==> config.mk <==
export PLATFORM = sky130hd
export DESIGN_NAME = strict_priority_packet_scheduler_unit_flat
export DESIGN_NICKNAME = d
export VERILOG_FILES = /design/src/rtl/core/spq_pkg.sv /design/src/rtl/core/spq_in_if.sv /design/src/rtl/core/spq_out_if.sv /design/src/rtl/core/strict_priority_packet_scheduler_unit.sv /design/src/rtl/core/spq_tag_fifo.sv /design/src/flat_wrapper.sv
export VERILOG_INCLUDE_DIRS = /design/src /design/src/rtl/core
export SDC_FILE = /design/constraint.sdc
export NUM_CORES = 2
export LEC_CHECK = 0
export BUFFER_PORTS_ARGS = -buffer_cell sky130_fd_sc_hd__buf_2
export CORE_UTILIZATION = 45
export DETAILED_ROUTE_END_ITERATION = 8
export GPL_ROUTABILITY_DRIVEN = 0
export HOLD_SLACK_MARGIN = 0.1
export PLACE_DENSITY = 0.66
export SLEW_MARGIN = 20
export SYNTH_ARGS = -nofsm -noshare
export SYNTH_HDL_FRONTEND = slang
export SYNTH_HIERARCHICAL = 1
export SYNTH_SLANG_ARGS = --single-unit
==> constraint.sdc <==
create_clock -name clk -period 13.9 [get_ports clk]
set_clock_uncertainty 0.1 [all_clocks]
set_input_delay 1.39 -clock clk [delete_from_list [all_inputs] [get_ports clk]]
set_output_delay 1.39 -clock clk [all_outputs]
set_load 0.01 [all_outputs]
==> src/rtl/core/strict_priority_packet_scheduler_unit_assert.svh <==
// Assertion macros shared by the scheduler RTL files.
`ifndef STRICT_PRIORITY_PACKET_SCHEDULER_UNIT_ASSERT_SVH
`define STRICT_PRIORITY_PACKET_SCHEDULER_UNIT_ASSERT_SVH

`ifndef SYNTHESIS

// Same-cycle implication: whenever ante holds, cons holds too.
`define SPQ_ASSERT_IMPL(label, clk, rst_n, ante, cons) \
	label: assert property (@(posedge clk) disable iff (!rst_n) (ante) |-> (cons)) \
		else $error("scheduler assertion failed: same-cycle rule");

// Next-cycle implication: whenever ante holds, cons holds in the next cycle.
`define SPQ_ASSERT_NEXT(label, clk, rst_n, ante, cons) \
	label: assert property (@(posedge clk) disable iff (!rst_n) (ante) |=> (cons)) \
		else $error("scheduler assertion failed: next-cycle rule");

`else

`define SPQ_ASSERT_IMPL(label, clk, rst_n, ante, cons)
`define SPQ_ASSERT_NEXT(label, clk, rst_n, ante, cons)

`endif

`endif

==> src/rtl/core/spq_pkg.sv <==
// Shared types, codes and constants of the strict priority scheduler.
`timescale 1ns / 1ps

package spq_pkg;

	localparam int PROTO_W     = 8;
	localparam int PORT_W      = 16;
	localparam int TAG_FIELD_W = 16;
	localparam int STATUS_W    = 3;
	localparam int CLASS_W     = 2;

	localparam logic [PROTO_W-1:0] PROTO_UDP       = 8'd17;
	localparam logic [PROTO_W-1:0] PROTO_TCP       = 8'd6;
	localparam logic [PORT_W-1:0]  HIGH_PORT_RESET = 16'd3000;

	localparam int QUEUE_DEPTH_DEF = 64;
	localparam int TAG_WIDTH_DEF   = 16;

	typedef enum logic {
		MODE_ARRIVAL = 1'b0,
		MODE_DONE    = 1'b1
	} mode_t;

	typedef enum logic [STATUS_W-1:0] {
		ST_START     = 3'd0,
		ST_QUEUED    = 3'd1,
		ST_DROPPED   = 3'd2,
		ST_BYPASS    = 3'd3,
		ST_NEXT_HIGH = 3'd4,
		ST_NEXT_LOW  = 3'd5,
		ST_IDLE      = 3'd6
	} status_t;

	typedef enum logic [CLASS_W-1:0] {
		CLS_LOW  = 2'd0,
		CLS_HIGH = 2'd1,
		CLS_TCP  = 2'd2
	} prio_class_t;

	// Command from the scheduler to one tag queue.
	typedef struct packed {
		logic push;
		logic pop;
	} spq_fifo_cmd_t;

	// Occupancy flags reported by one tag queue.
	typedef struct packed {
		logic empty;
		logic full;
	} spq_fifo_stat_t;

endpackage

==> src/rtl/core/spq_in_if.sv <==
// Event input channel: valid/ready handshake with the event word.
`timescale 1ns / 1ps

interface spq_in_if import spq_pkg::*; ();
	logic                   valid;
	logic                   ready;
	logic                   mode;
	logic [PROTO_W-1:0]     protocol;
	logic [PORT_W-1:0]      dest_port;
	logic [TAG_FIELD_W-1:0] packet_tag;

	modport source (output valid, mode, protocol, dest_port, packet_tag, input ready);
	modport sink   (input valid, mode, protocol, dest_port, packet_tag, output ready);
endinterface

==> src/rtl/core/spq_out_if.sv <==
// Result output channel: valid/ready handshake with the result word.
`timescale 1ns / 1ps

interface spq_out_if import spq_pkg::*; ();
	logic                   valid;
	logic                   ready;
	logic [STATUS_W-1:0]    status;
	logic [CLASS_W-1:0]     priority_class;
	logic [TAG_FIELD_W-1:0] next_tag;

	modport source (output valid, status, priority_class, next_tag, input ready);
	modport sink   (input valid, status, priority_class, next_tag, output ready);
endinterface

==> src/rtl/core/strict_priority_packet_scheduler_unit.sv <==
// Top level of the two-level strict priority packet scheduler.
`timescale 1ns / 1ps
`include "strict_priority_packet_scheduler_unit_assert.svh"

// Two-level strict priority scheduler. Each input word is either a packet arrival
// (mode 0) or a processing-complete event (mode 1), and every word yields exactly
// one result word. Arrivals are classified as TCP (protocol 6, passed on with
// status 3), high priority (UDP protocol 17 to the port in the high_port register)
// or low priority. An arrival that finds the processor idle starts at once;
// otherwise its tag goes to the high or low drop-tail queue of QUEUE_DEPTH tags,
// and a full queue drops it. A completion dispatches the oldest high tag, else the
// oldest low tag, else marks the processor idle. Throughput is one word per
// cycle while the output is not stalled, arrivals and completions in any mix; a
// word is captured in the input register, decided there and presented from the
// result register. Each queue is a single-port-write, registered-read memory
// whose head tag is kept in a show-ahead register, refilled from the memory read
// plus a one-entry write bypass, which is what lets completions dispatch back to
// back. Queue contents need no clearing after reset; the block is ready right out
// of reset. Write high_port only while no words are in flight.
module strict_priority_packet_scheduler_unit import spq_pkg::*; #(
	parameter int QUEUE_DEPTH = QUEUE_DEPTH_DEF,
	parameter int TAG_WIDTH   = TAG_WIDTH_DEF
) (
	input  logic              clk,
	input  logic              arst_n,
	input  logic              cfg_we,
	input  logic [PORT_W-1:0] cfg_wdata,
	spq_in_if.sink            pkt_in,
	spq_out_if.source         pkt_out
);

	// Configuration and processor state.
	logic [PORT_W-1:0] high_port_q;
	logic              busy_q;

	// Input register.
	logic                   valid_s1;
	logic                   mode_s1;
	logic [PROTO_W-1:0]     protocol_s1;
	logic [PORT_W-1:0]      dest_port_s1;
	logic [TAG_FIELD_W-1:0] packet_tag_s1;

	// Result register.
	logic                   valid_s2;
	status_t                status_s2;
	prio_class_t            prio_s2;
	logic [TAG_FIELD_W-1:0] next_tag_s2;

	// Decision logic.
	logic                   s2_free;
	logic                   fire;
	logic                   is_tcp;
	logic                   is_high;
	logic                   busy_set;
	logic                   busy_clr;
	status_t                status_c;
	prio_class_t            prio_c;
	logic [TAG_FIELD_W-1:0] tag_c;
	logic [TAG_WIDTH-1:0]   push_tag;

	// Queue interfaces.
	spq_fifo_cmd_t        hi_cmd;
	spq_fifo_cmd_t        lo_cmd;
	spq_fifo_stat_t       hi_stat;
	spq_fifo_stat_t       lo_stat;
	logic [TAG_WIDTH-1:0] hi_head;
	logic [TAG_WIDTH-1:0] lo_head;

	// The result register frees up when it is empty or being taken this cycle;
	// the input register can then both hand its word over and take a new one.
	assign s2_free      = !valid_s2 || pkt_out.ready;
	assign fire         = valid_s1 && s2_free;
	assign pkt_in.ready = !valid_s1 || s2_free;

	// Classify the held arrival.
	assign is_tcp   = (protocol_s1 == PROTO_TCP);
	assign is_high  = (protocol_s1 == PROTO_UDP) && (dest_port_s1 == high_port_q);
	assign push_tag = TAG_WIDTH'(packet_tag_s1);

	// Decide the outcome of the word in the input register. Queue commands and
	// busy changes are gated by fire so state moves only when the result is taken
	// into the result register.
	always_comb begin
		hi_cmd   = '0;
		lo_cmd   = '0;
		busy_set = 1'b0;
		busy_clr = 1'b0;
		status_c = ST_IDLE;
		prio_c   = CLS_LOW;
		tag_c    = '0;
		if (mode_s1 == MODE_ARRIVAL) begin
			if (is_tcp) begin
				// TCP never touches the queues or the processor.
				status_c = ST_BYPASS;
				prio_c   = CLS_TCP;
			end else begin
				prio_c = is_high ? CLS_HIGH : CLS_LOW;
				if (!busy_q) begin
					// Idle processor: start this packet right away.
					busy_set = fire;
					status_c = ST_START;
				end else if (is_high) begin
					if (hi_stat.full) begin
						status_c = ST_DROPPED;
					end else begin
						hi_cmd.push = fire;
						status_c    = ST_QUEUED;
					end
				end else begin
					if (lo_stat.full) begin
						status_c = ST_DROPPED;
					end else begin
						lo_cmd.push = fire;
						status_c    = ST_QUEUED;
					end
				end
			end
		end else begin
			// Completion: high queue first, then low, else go idle.
			if (!hi_stat.empty) begin
				hi_cmd.pop = fire;
				status_c   = ST_NEXT_HIGH;
				tag_c      = TAG_FIELD_W'(hi_head);
			end else if (!lo_stat.empty) begin
				lo_cmd.pop = fire;
				status_c   = ST_NEXT_LOW;
				tag_c      = TAG_FIELD_W'(lo_head);
			end else begin
				busy_clr = fire;
				status_c = ST_IDLE;
			end
		end
	end

	spq_tag_fifo #(
		.QUEUE_DEPTH (QUEUE_DEPTH),
		.TAG_WIDTH   (TAG_WIDTH)
	) u_high_q (
		.clk      (clk),
		.arst_n   (arst_n),
		.cmd      (hi_cmd),
		.push_tag (push_tag),
		.stat     (hi_stat),
		.head_tag (hi_head)
	);

	spq_tag_fifo #(
		.QUEUE_DEPTH (QUEUE_DEPTH),
		.TAG_WIDTH   (TAG_WIDTH)
	) u_low_q (
		.clk      (clk),
		.arst_n   (arst_n),
		.cmd      (lo_cmd),
		.push_tag (push_tag),
		.stat     (lo_stat),
		.head_tag (lo_head)
	);

	// Control state: configuration, busy flag and the two valid bits.
	always_ff @(posedge clk or negedge arst_n) begin
		if (!arst_n) begin
			high_port_q <= HIGH_PORT_RESET;
			busy_q      <= 1'b0;
			valid_s1    <= 1'b0;
			valid_s2    <= 1'b0;
		end else begin
			if (cfg_we) begin
				high_port_q <= cfg_wdata;
			end
			if (busy_set) begin
				busy_q <= 1'b1;
			end else if (busy_clr) begin
				busy_q <= 1'b0;
			end
			if (pkt_in.ready) begin
				valid_s1 <= pkt_in.valid;
			end
			if (s2_free) begin
				valid_s2 <= valid_s1;
			end
		end
	end

	// Payload registers: capture on accept, advance on fire, hold otherwise.
	always_ff @(posedge clk) begin
		if (pkt_in.valid && pkt_in.ready) begin
			mode_s1       <= pkt_in.mode;
			protocol_s1   <= pkt_in.protocol;
			dest_port_s1  <= pkt_in.dest_port;
			packet_tag_s1 <= pkt_in.packet_tag;
		end
		if (fire) begin
			status_s2   <= status_c;
			prio_s2     <= prio_c;
			next_tag_s2 <= tag_c;
		end
	end

	assign pkt_out.valid          = valid_s2;
	assign pkt_out.status         = status_s2;
	assign pkt_out.priority_class = prio_s2;
	assign pkt_out.next_tag       = next_tag_s2;

	`SPQ_ASSERT_IMPL(a_idle_queues_empty, clk, arst_n, !busy_q, hi_stat.empty && lo_stat.empty)
	`SPQ_ASSERT_NEXT(a_fire_loads_result, clk, arst_n, fire, valid_s2)
	`SPQ_ASSERT_NEXT(a_stall_holds_word, clk, arst_n, valid_s1 && !s2_free, valid_s1)
	`SPQ_ASSERT_IMPL(a_one_queue_cmd, clk, arst_n, hi_cmd.push || hi_cmd.pop, !(lo_cmd.push || lo_cmd.pop))

endmodule

==> src/rtl/core/spq_tag_fifo.sv <==
// Drop-tail tag queue: memory with registered read and a show-ahead head register.
`timescale 1ns / 1ps
`include "strict_priority_packet_scheduler_unit_assert.svh"

module spq_tag_fifo import spq_pkg::*; #(
	parameter int QUEUE_DEPTH = QUEUE_DEPTH_DEF,
	parameter int TAG_WIDTH   = TAG_WIDTH_DEF
) (
	input  logic                 clk,
	input  logic                 arst_n,
	input  spq_fifo_cmd_t        cmd,
	input  logic [TAG_WIDTH-1:0] push_tag,
	output spq_fifo_stat_t       stat,
	output logic [TAG_WIDTH-1:0] head_tag
);

	localparam int PTR_W = $clog2(QUEUE_DEPTH);
	localparam int CNT_W = $clog2(QUEUE_DEPTH + 1);
	localparam logic [PTR_W-1:0] LAST_IDX = PTR_W'(QUEUE_DEPTH - 1);
	localparam logic [CNT_W-1:0] FULL_CNT = CNT_W'(QUEUE_DEPTH);
	localparam logic [CNT_W-1:0] ONE_CNT  = CNT_W'(1);

	function automatic logic [PTR_W-1:0] ptr_inc(input logic [PTR_W-1:0] p);
		return (p == LAST_IDX) ? '0 : p + 1'b1;
	endfunction

	logic [TAG_WIDTH-1:0] mem [QUEUE_DEPTH];

	logic [PTR_W-1:0]     head_q;
	logic [PTR_W-1:0]     tail_q;
	logic [CNT_W-1:0]     count_q;
	logic [TAG_WIDTH-1:0] head_tag_q;
	logic                 wr_en_q;
	logic [PTR_W-1:0]     wr_addr_q;
	logic [TAG_WIDTH-1:0] wr_data_q;
	logic [TAG_WIDTH-1:0] rd_data_q;

	logic [PTR_W-1:0]     head_inc;
	logic [PTR_W-1:0]     head_nxt;
	logic [TAG_WIDTH-1:0] second_tag;

	assign head_inc = ptr_inc(head_q);
	assign head_nxt = cmd.pop ? head_inc : head_q;

	// rd_data_q holds the entry behind the head; a write in the last cycle to that
	// slot is not yet visible in it.
	assign second_tag = (wr_en_q && (wr_addr_q == head_inc)) ? wr_data_q : rd_data_q;

	assign stat.empty = (count_q == '0);
	assign stat.full  = (count_q == FULL_CNT);
	assign head_tag   = head_tag_q;

	always_ff @(posedge clk or negedge arst_n) begin
		if (!arst_n) begin
			head_q  <= '0;
			tail_q  <= '0;
			count_q <= '0;
			wr_en_q <= 1'b0;
		end else begin
			wr_en_q <= cmd.push;
			if (cmd.push) begin
				tail_q  <= ptr_inc(tail_q);
				count_q <= count_q + 1'b1;
			end else if (cmd.pop) begin
				head_q  <= head_inc;
				count_q <= count_q - 1'b1;
			end
		end
	end

	always_ff @(posedge clk) begin
		if (cmd.push) begin
			mem[tail_q] <= push_tag;
		end
		rd_data_q <= mem[ptr_inc(head_nxt)];
		wr_addr_q <= tail_q;
		wr_data_q <= push_tag;
		if (cmd.push && stat.empty) begin
			head_tag_q <= push_tag;
		end else if (cmd.pop && (count_q != ONE_CNT)) begin
			head_tag_q <= second_tag;
		end
	end

	`SPQ_ASSERT_IMPL(a_push_pop_excl, clk, arst_n, cmd.push, !cmd.pop)
	`SPQ_ASSERT_IMPL(a_no_push_full, clk, arst_n, cmd.push, !stat.full)
	`SPQ_ASSERT_IMPL(a_no_pop_empty, clk, arst_n, cmd.pop, !stat.empty)
	`SPQ_ASSERT_NEXT(a_first_tag_shown, clk, arst_n, cmd.push && stat.empty, head_tag_q == $past(push_tag))

endmodule
==> src/flat_wrapper.sv <==
// flat-port wrapper written by rule: the top's interface ports become plain ports
module strict_priority_packet_scheduler_unit_flat import spq_pkg::*;
#(
	parameter int QUEUE_DEPTH = QUEUE_DEPTH_DEF,
	parameter int TAG_WIDTH   = TAG_WIDTH_DEF
)
  (clk, arst_n, cfg_we, cfg_wdata, pkt_in_valid, pkt_in_mode, pkt_in_protocol, pkt_in_dest_port, pkt_in_packet_tag, pkt_in_ready, pkt_out_valid, pkt_out_status, pkt_out_priority_class, pkt_out_next_tag, pkt_out_ready);
  spq_in_if pkt_in_i ();
  spq_out_if pkt_out_i ();
  input  logic clk;
  input  logic arst_n;
  input  logic cfg_we;
  input  logic [PORT_W-1:0] cfg_wdata;
  input wire logic [$bits(pkt_in_i.valid)-1:0] pkt_in_valid;
  input wire logic [$bits(pkt_in_i.mode)-1:0] pkt_in_mode;
  input wire logic [$bits(pkt_in_i.protocol)-1:0] pkt_in_protocol;
  input wire logic [$bits(pkt_in_i.dest_port)-1:0] pkt_in_dest_port;
  input wire logic [$bits(pkt_in_i.packet_tag)-1:0] pkt_in_packet_tag;
  output wire logic [$bits(pkt_in_i.ready)-1:0] pkt_in_ready;
  output wire logic [$bits(pkt_out_i.valid)-1:0] pkt_out_valid;
  output wire logic [$bits(pkt_out_i.status)-1:0] pkt_out_status;
  output wire logic [$bits(pkt_out_i.priority_class)-1:0] pkt_out_priority_class;
  output wire logic [$bits(pkt_out_i.next_tag)-1:0] pkt_out_next_tag;
  input wire logic [$bits(pkt_out_i.ready)-1:0] pkt_out_ready;
  assign pkt_in_i.valid = pkt_in_valid;
  assign pkt_in_i.mode = pkt_in_mode;
  assign pkt_in_i.protocol = pkt_in_protocol;
  assign pkt_in_i.dest_port = pkt_in_dest_port;
  assign pkt_in_i.packet_tag = pkt_in_packet_tag;
  assign pkt_in_ready = pkt_in_i.ready;
  assign pkt_out_valid = pkt_out_i.valid;
  assign pkt_out_status = pkt_out_i.status;
  assign pkt_out_priority_class = pkt_out_i.priority_class;
  assign pkt_out_next_tag = pkt_out_i.next_tag;
  assign pkt_out_i.ready = pkt_out_ready;
  strict_priority_packet_scheduler_unit #(.QUEUE_DEPTH(QUEUE_DEPTH), .TAG_WIDTH(TAG_WIDTH)) u_core (.clk(clk), .arst_n(arst_n), .cfg_we(cfg_we), .cfg_wdata(cfg_wdata), .pkt_in(pkt_in_i), .pkt_out(pkt_out_i));
endmodule
# Yosys cells after proc, flatten, opt, wreduce, memory -nomap -nowiden

Memories as Yosys holds them, arrays and structs flattened. A register that Yosys moved wholly into a read port is not among the register bits.
Cells that the tools add are included.
W data, S select, Z words.

Add/sub/neg operators: 10
Equality and inequality tests: 15
Multiplexer cells: 57
Reduce and logical (&&, ||, !) cells: 21

Operator list:

| operator              | count |
|---|---|
| $mux W16              | 8 |
| $mux W6               | 8 |
| $add A6 B1 Y6 const B | 6 |
| $eq A6 B6 Y1 const B  | 6 |
| $mux W1               | 28 |
| $mux W7               | 4 |
| $eq A16 B16 Y1        | 1 |
| $mux W3               | 5 |
| $add A7 B1 Y7 const B | 2 |
| $eq A7 B7 Y1 const B  | 2 |
| $logic_not A7 Y1      | 2 |
| $ne A7 B1 Y1 const B  | 2 |
| $sub A7 B1 Y7 const B | 2 |
| $eq A6 B6 Y1          | 2 |
| $reduce_bool A2 Y1    | 5 |
| $logic_and A1 B1 Y1   | 9 |
| $eq A8 B3 Y1 const B  | 1 |
| $eq A8 B5 Y1 const B  | 1 |
| $mux W2               | 4 |
| $logic_not A1 Y1      | 2 |
| $logic_or A1 B1 Y1    | 2 |
| $reduce_or A2 Y1      | 1 |

Bits in registers: 181
RAM bits: 2048
Input bits: 62
Output and inout port bits: 23
Word-level logic and storage cells: 130
Memories: 2

Memory list:

| name                | depth | bits a word | rd ports | clocked after memory_dff | write ports | line               | text |
|---|---|---|---|---|---|---|---|
| u_core.u_high_q.mem | 64    | 16          | 1        | 1                        | 1           | spq_tag_fifo.sv:27 | `logic [TAG_WIDTH-1:0] mem [QUEUE_DEPTH];` |
| u_core.u_low_q.mem  | 64    | 16          | 1        | 1                        | 1           | spq_tag_fifo.sv:27 |  |

# Longest topological paths before layout

Depth after elaboration: 10
Gate-level depth with buffers: 29

# By module

Netlist, hierarchy kept.

Modules (own cells, without submodules):

| module                                | times used | cells an instance | area an instance (sq um) | seq. area each (sq um) |
|---|---|---|---|---|
| spq_tag_fifo at u_core.u_low_q        | 1          | 3265              | 43797.0                  | 32491.2 |
| spq_tag_fifo at u_core.u_high_q       | 1          | 3016              | 43001.2                  | 32491.2 |
| strict_priority_packet_scheduler_unit | 1          | 179               | 3145.5                   | 2346.0 |

# Least setup slack after synthesis

OpenSTA, ideal clock, no wires.

Path type: input to register
Start point: input port pkt_out_ready
End point: register u_core.u_low_q.rd_data_q[10], read port of u_core.u_low_q.mem
Setup time: 115 ps
Arrival time: 5895 ps
Setup slack: 7790 ps
Cell stages on the path: 23
Cell sequence: nand2b_1 nand2_1 inv_1 and2_1 buf_4 xor2_1 o21ai_2 inv_2 buf_2 buf_2 buf_2 buf_1 ha_1 xnor2_4 xor2_4 nor2_1 clkbuf_1 a222oi_1 a21boi_0 a311oi_1 a311oi_1 o21ai_1 and3_1

RTL lines:

| element     | line               | text |
|---|---|---|
| from (decl) | flat_wrapper.sv:24 | `input wire logic [$bits(pkt_out_i.ready)-1:0] pkt_out_ready;` |
| to (decl)   | spq_tag_fifo.sv:36 | `logic [TAG_WIDTH-1:0] rd_data_q;` |

==> results.cfg <==
[clocking]
cts_tree = done
cts_resized = 0
path_clk_slew_ps = 60
cts_max_level = 4
cts_setup_buffers = 0
cts_max_path_buffers = 3
cts-root-buf = clkbuf_16
worst_skew_pair.late_latency_ps = 870
clkSinkCount = 2277
cts_buffers = 214
cts_hold_buf = 0

[global_routing]
grt_pass1_vias = 53500
antenna_found_initial = 11
grt_overflow_total = 0
grt_max_degree = 162
grt_util_all_layers_pct = 23.5
grt_first_pass_wirelength_um = 355000

[synth]
ys_top_cells_by_count = edfxtp_1 (2142), nand2_1 (1469), nand3_1 (544)
synth.most_common_cell = edfxtp_1
netlist.area_leader.share_pct = 71.5
synth_cell_types = 104
synth_area_leaders = edfxtp_1 (72%), nand2_1 (6.1%), nand3_1 (3.0%)
yosys_warnings = 6
synth-seq-cells = 2277
synthCells = 6460
synth_edf_count = 2142
synth_top_area_cell = edfxtp_1
synth_fp_nets = 6536
async_reset_ff_share_pct = 2.59
syn_area_um2 = 89900
synth_flop_cell = edfxtp_1
syn_avg_cell_area_um2 = 13.9
yosysSeqAreaShare_pct = 74.9

[timing]
min_period_over_period_pct = 64.7
drv_slew = 0
max-slew-margin-rel_pct = 21.5
tightest_slew_ps = 1180
clock.fmax_mhz = 111
finalSetupViolCount = 0
tns_ps = 0
rsz0062_at_grt = no
period_minus_slack_ps = 8990
setup_slack_ps = 4910
hold_viol_final = 0

[worst_setup_path]
r2r_cells = 22
start_kind = flip-flop
critPathKind = reg -> reg
r2r-end = u_core/u_low_q/rd_data_q[1]
r2r_slack_ps = 4910
r2r-start = u_core/u_high_q/count_q[3]
required_ps = 14600
cp_max_fo = 124
endpoint_kind = flip-flop
arrival_ps = 9690

[floorplanning]
dieArea_um2 = 202000
core_um2 = 198000
initial_utilization_pct = 45.4
rows = 163
die_x_um = 449
die_h_um = 449
ios = 85

[pwr]
p_leak_uw = 0.0329
vdd_drop_max_uv = 308
power_density_nw_per_um2 = 184

[drt]
first_pass_iters = 8
vias_per_cell = 5.95
drt-initial-drc-count = 6972
wire_per_inst_um = 25.8
drtAntennaViolNets = 0
routed-via-count = 55900
post-route-drc-count = 0
drt-total-wl_um = 242000

[finish]
layoutNonFillerInstCount = 9392
multi_input_area_um2 = 21000
drive_gt1_share_pct = 11.2
syn_to_final_growth_pct = 11.9
regArea_um2 = 67300
n_fill_cell = 16400
final_nets = 6636

[flow_run]
maxCapViolCount = 0

[hold_path]
min_to = u_core/u_high_q/wr_addr_q[2]
hold_depth = 0
hp-class = reg -> reg
min-delay-start = u_core/u_high_q/tail_q[2]

[placement]
placedCellCount = 8982
io_buffers = 84
dp_hpwl_um = 136000
place_ws_ps = 5300

[outcome]
status = finished, final reports clean
==> sequential cells by signal, summed over array words and instances, names as in the netlist, 16 cells and up <==
| register | cells |
|---|---|
| u_core/high_port_q | 16 |
| u_core/u_low_q/head_tag | 16 |
| u_core/u_high_q/wr_data_q | 16 |
| u_core/u_low_q/mem | 1024 |
| u_core/dest_port_s1 | 16 |
| u_core/u_low_q/rd_data_q | 16 |
| u_core/u_high_q/mem | 1024 |
| u_core/pkt_out.next_tag | 16 |
| u_core/u_low_q/wr_data_q | 16 |
| u_core/u_high_q/rd_data_q | 16 |
| u_core/packet_tag_s1 | 16 |
| u_core/u_high_q/head_tag | 16 |
==> through the flow <==
stage	area (µm²)	total power (µW)	hold WS [ps]	utilization, %
final	101000	18500	370	50.8
after detailed placement	93700	12800	351	47.3
after CTS	101000	18500	364	50.8
after global routing	101000	19200	368	50.8
after global placement	93700	12800	326	47.3
after floorplan	89900	11000	245	-
==> critical path: stages, from the launching register on <==
cell and delay [ps]:
dfrtp_1 450, nor4_1 510, nand2_1 100, nor2_1 340
inv_1 120, nor3b_2 810, and2_1 690, nand4_1 310
o21ai_4 220, buf_12 500, inv_4 400, ha_1 410
xnor2_4 300, xor2_4 390, buf_4 630, buf_4 820
nand2_1 110, nand3_1 120, a21oi_1 110, a311oi_1 640
a311oi_1 200, o21ai_0 210, and3_1 170
==> layout make-up <==
type	instances	share of cell area, %
flip-flops and latches	2277	66.9
multi-input cells	3759	20.8
clock buffers	280	5.68
well taps	2640	3.28
repair buffers	289	2.09
clock inverters	121	1.15
inverters	19	0.0733
diodes	7	0.0174
==> power by group <==
group	internal [µW]	switching (µW)	leakage (µW)
Combinational	1390	3660	0.00892
Sequential	7640	126	0.0207
Clock	3170	2550	0.00334
Total	12200	6340	0.0329
==> layer usage <==
metal	vias up	routed length (µm)	global-route usage, %
met5	-	23	0
met4	4	10400	10.0
met3	467	21500	3.86
met2	2766	115000	37.5
met1	28200	95300	32.0
li1	24400	-	-
==> worst max-delay path by stage <==
stage / start / endpoint / slack (ps) / cells after the start
6_report: u_core/u_high_q/count_q[3] / u_core/u_low_q/rd_data_q[1] / 4910 / 22
5_1_grt: u_core/u_high_q/count_q[3] / u_core/u_low_q/rd_data_q[13] / 4460 / 21
4_1_cts: u_core/u_high_q/count_q[3] / u_core/u_low_q/rd_data_q[10] / 5270 / 21
2_1_floorplan: pkt_out_ready / u_core/u_low_q/rd_data_q[10] / 7790 / 23
3_3_place_gp: u_core/u_high_q/count_q[3] / u_core/u_low_q/rd_data_q[13] / 5540 / 21
3_5_place_dp: u_core/u_high_q/count_q[3] / u_core/u_low_q/rd_data_q[13] / 5300 / 21
==> cell families (layout without fill, tap and decap cells) <==
kind of cell	Yosys count	in the layout	synth area share, %
fa+ha+maj	14	14	0.195
mux	258	258	3.16
compound gates	850	850	6.69
xor+xnor	65	65	0.691
flops	2277	2277	74.9
other cells	0	7	0
buf+inv	424	709	2.17
simple gates	2572	2572	12.2
==> cells in the final DEF, fill, tap and decap left out, types with 21 or more instances in the layout <==
cell type     n
a21oi_1     145
buf_2        84
dfxtp_1      76
nand3_1     544
dfrtp_1      52
xor2_1       31
o21ai_0     101
clkbuf_1     55
xnor2_1      29
nor2_1      265
nor3_1       58
clkbuf_16   215
mux2i_1     188
clkinv_1     51
buf_4       193
o22ai_1      26
edfxtp_1   2142
a311oi_1     25
and3_1       23
nor2_2       26
nand2_1    1468
nand4_1      75
a32oi_1      84
a22o_1       29
a31oi_1     183
o221ai_1     21
clkinv_2     34
mux2_2       52
No activity file was read; power rests on OpenSTA's default activity.
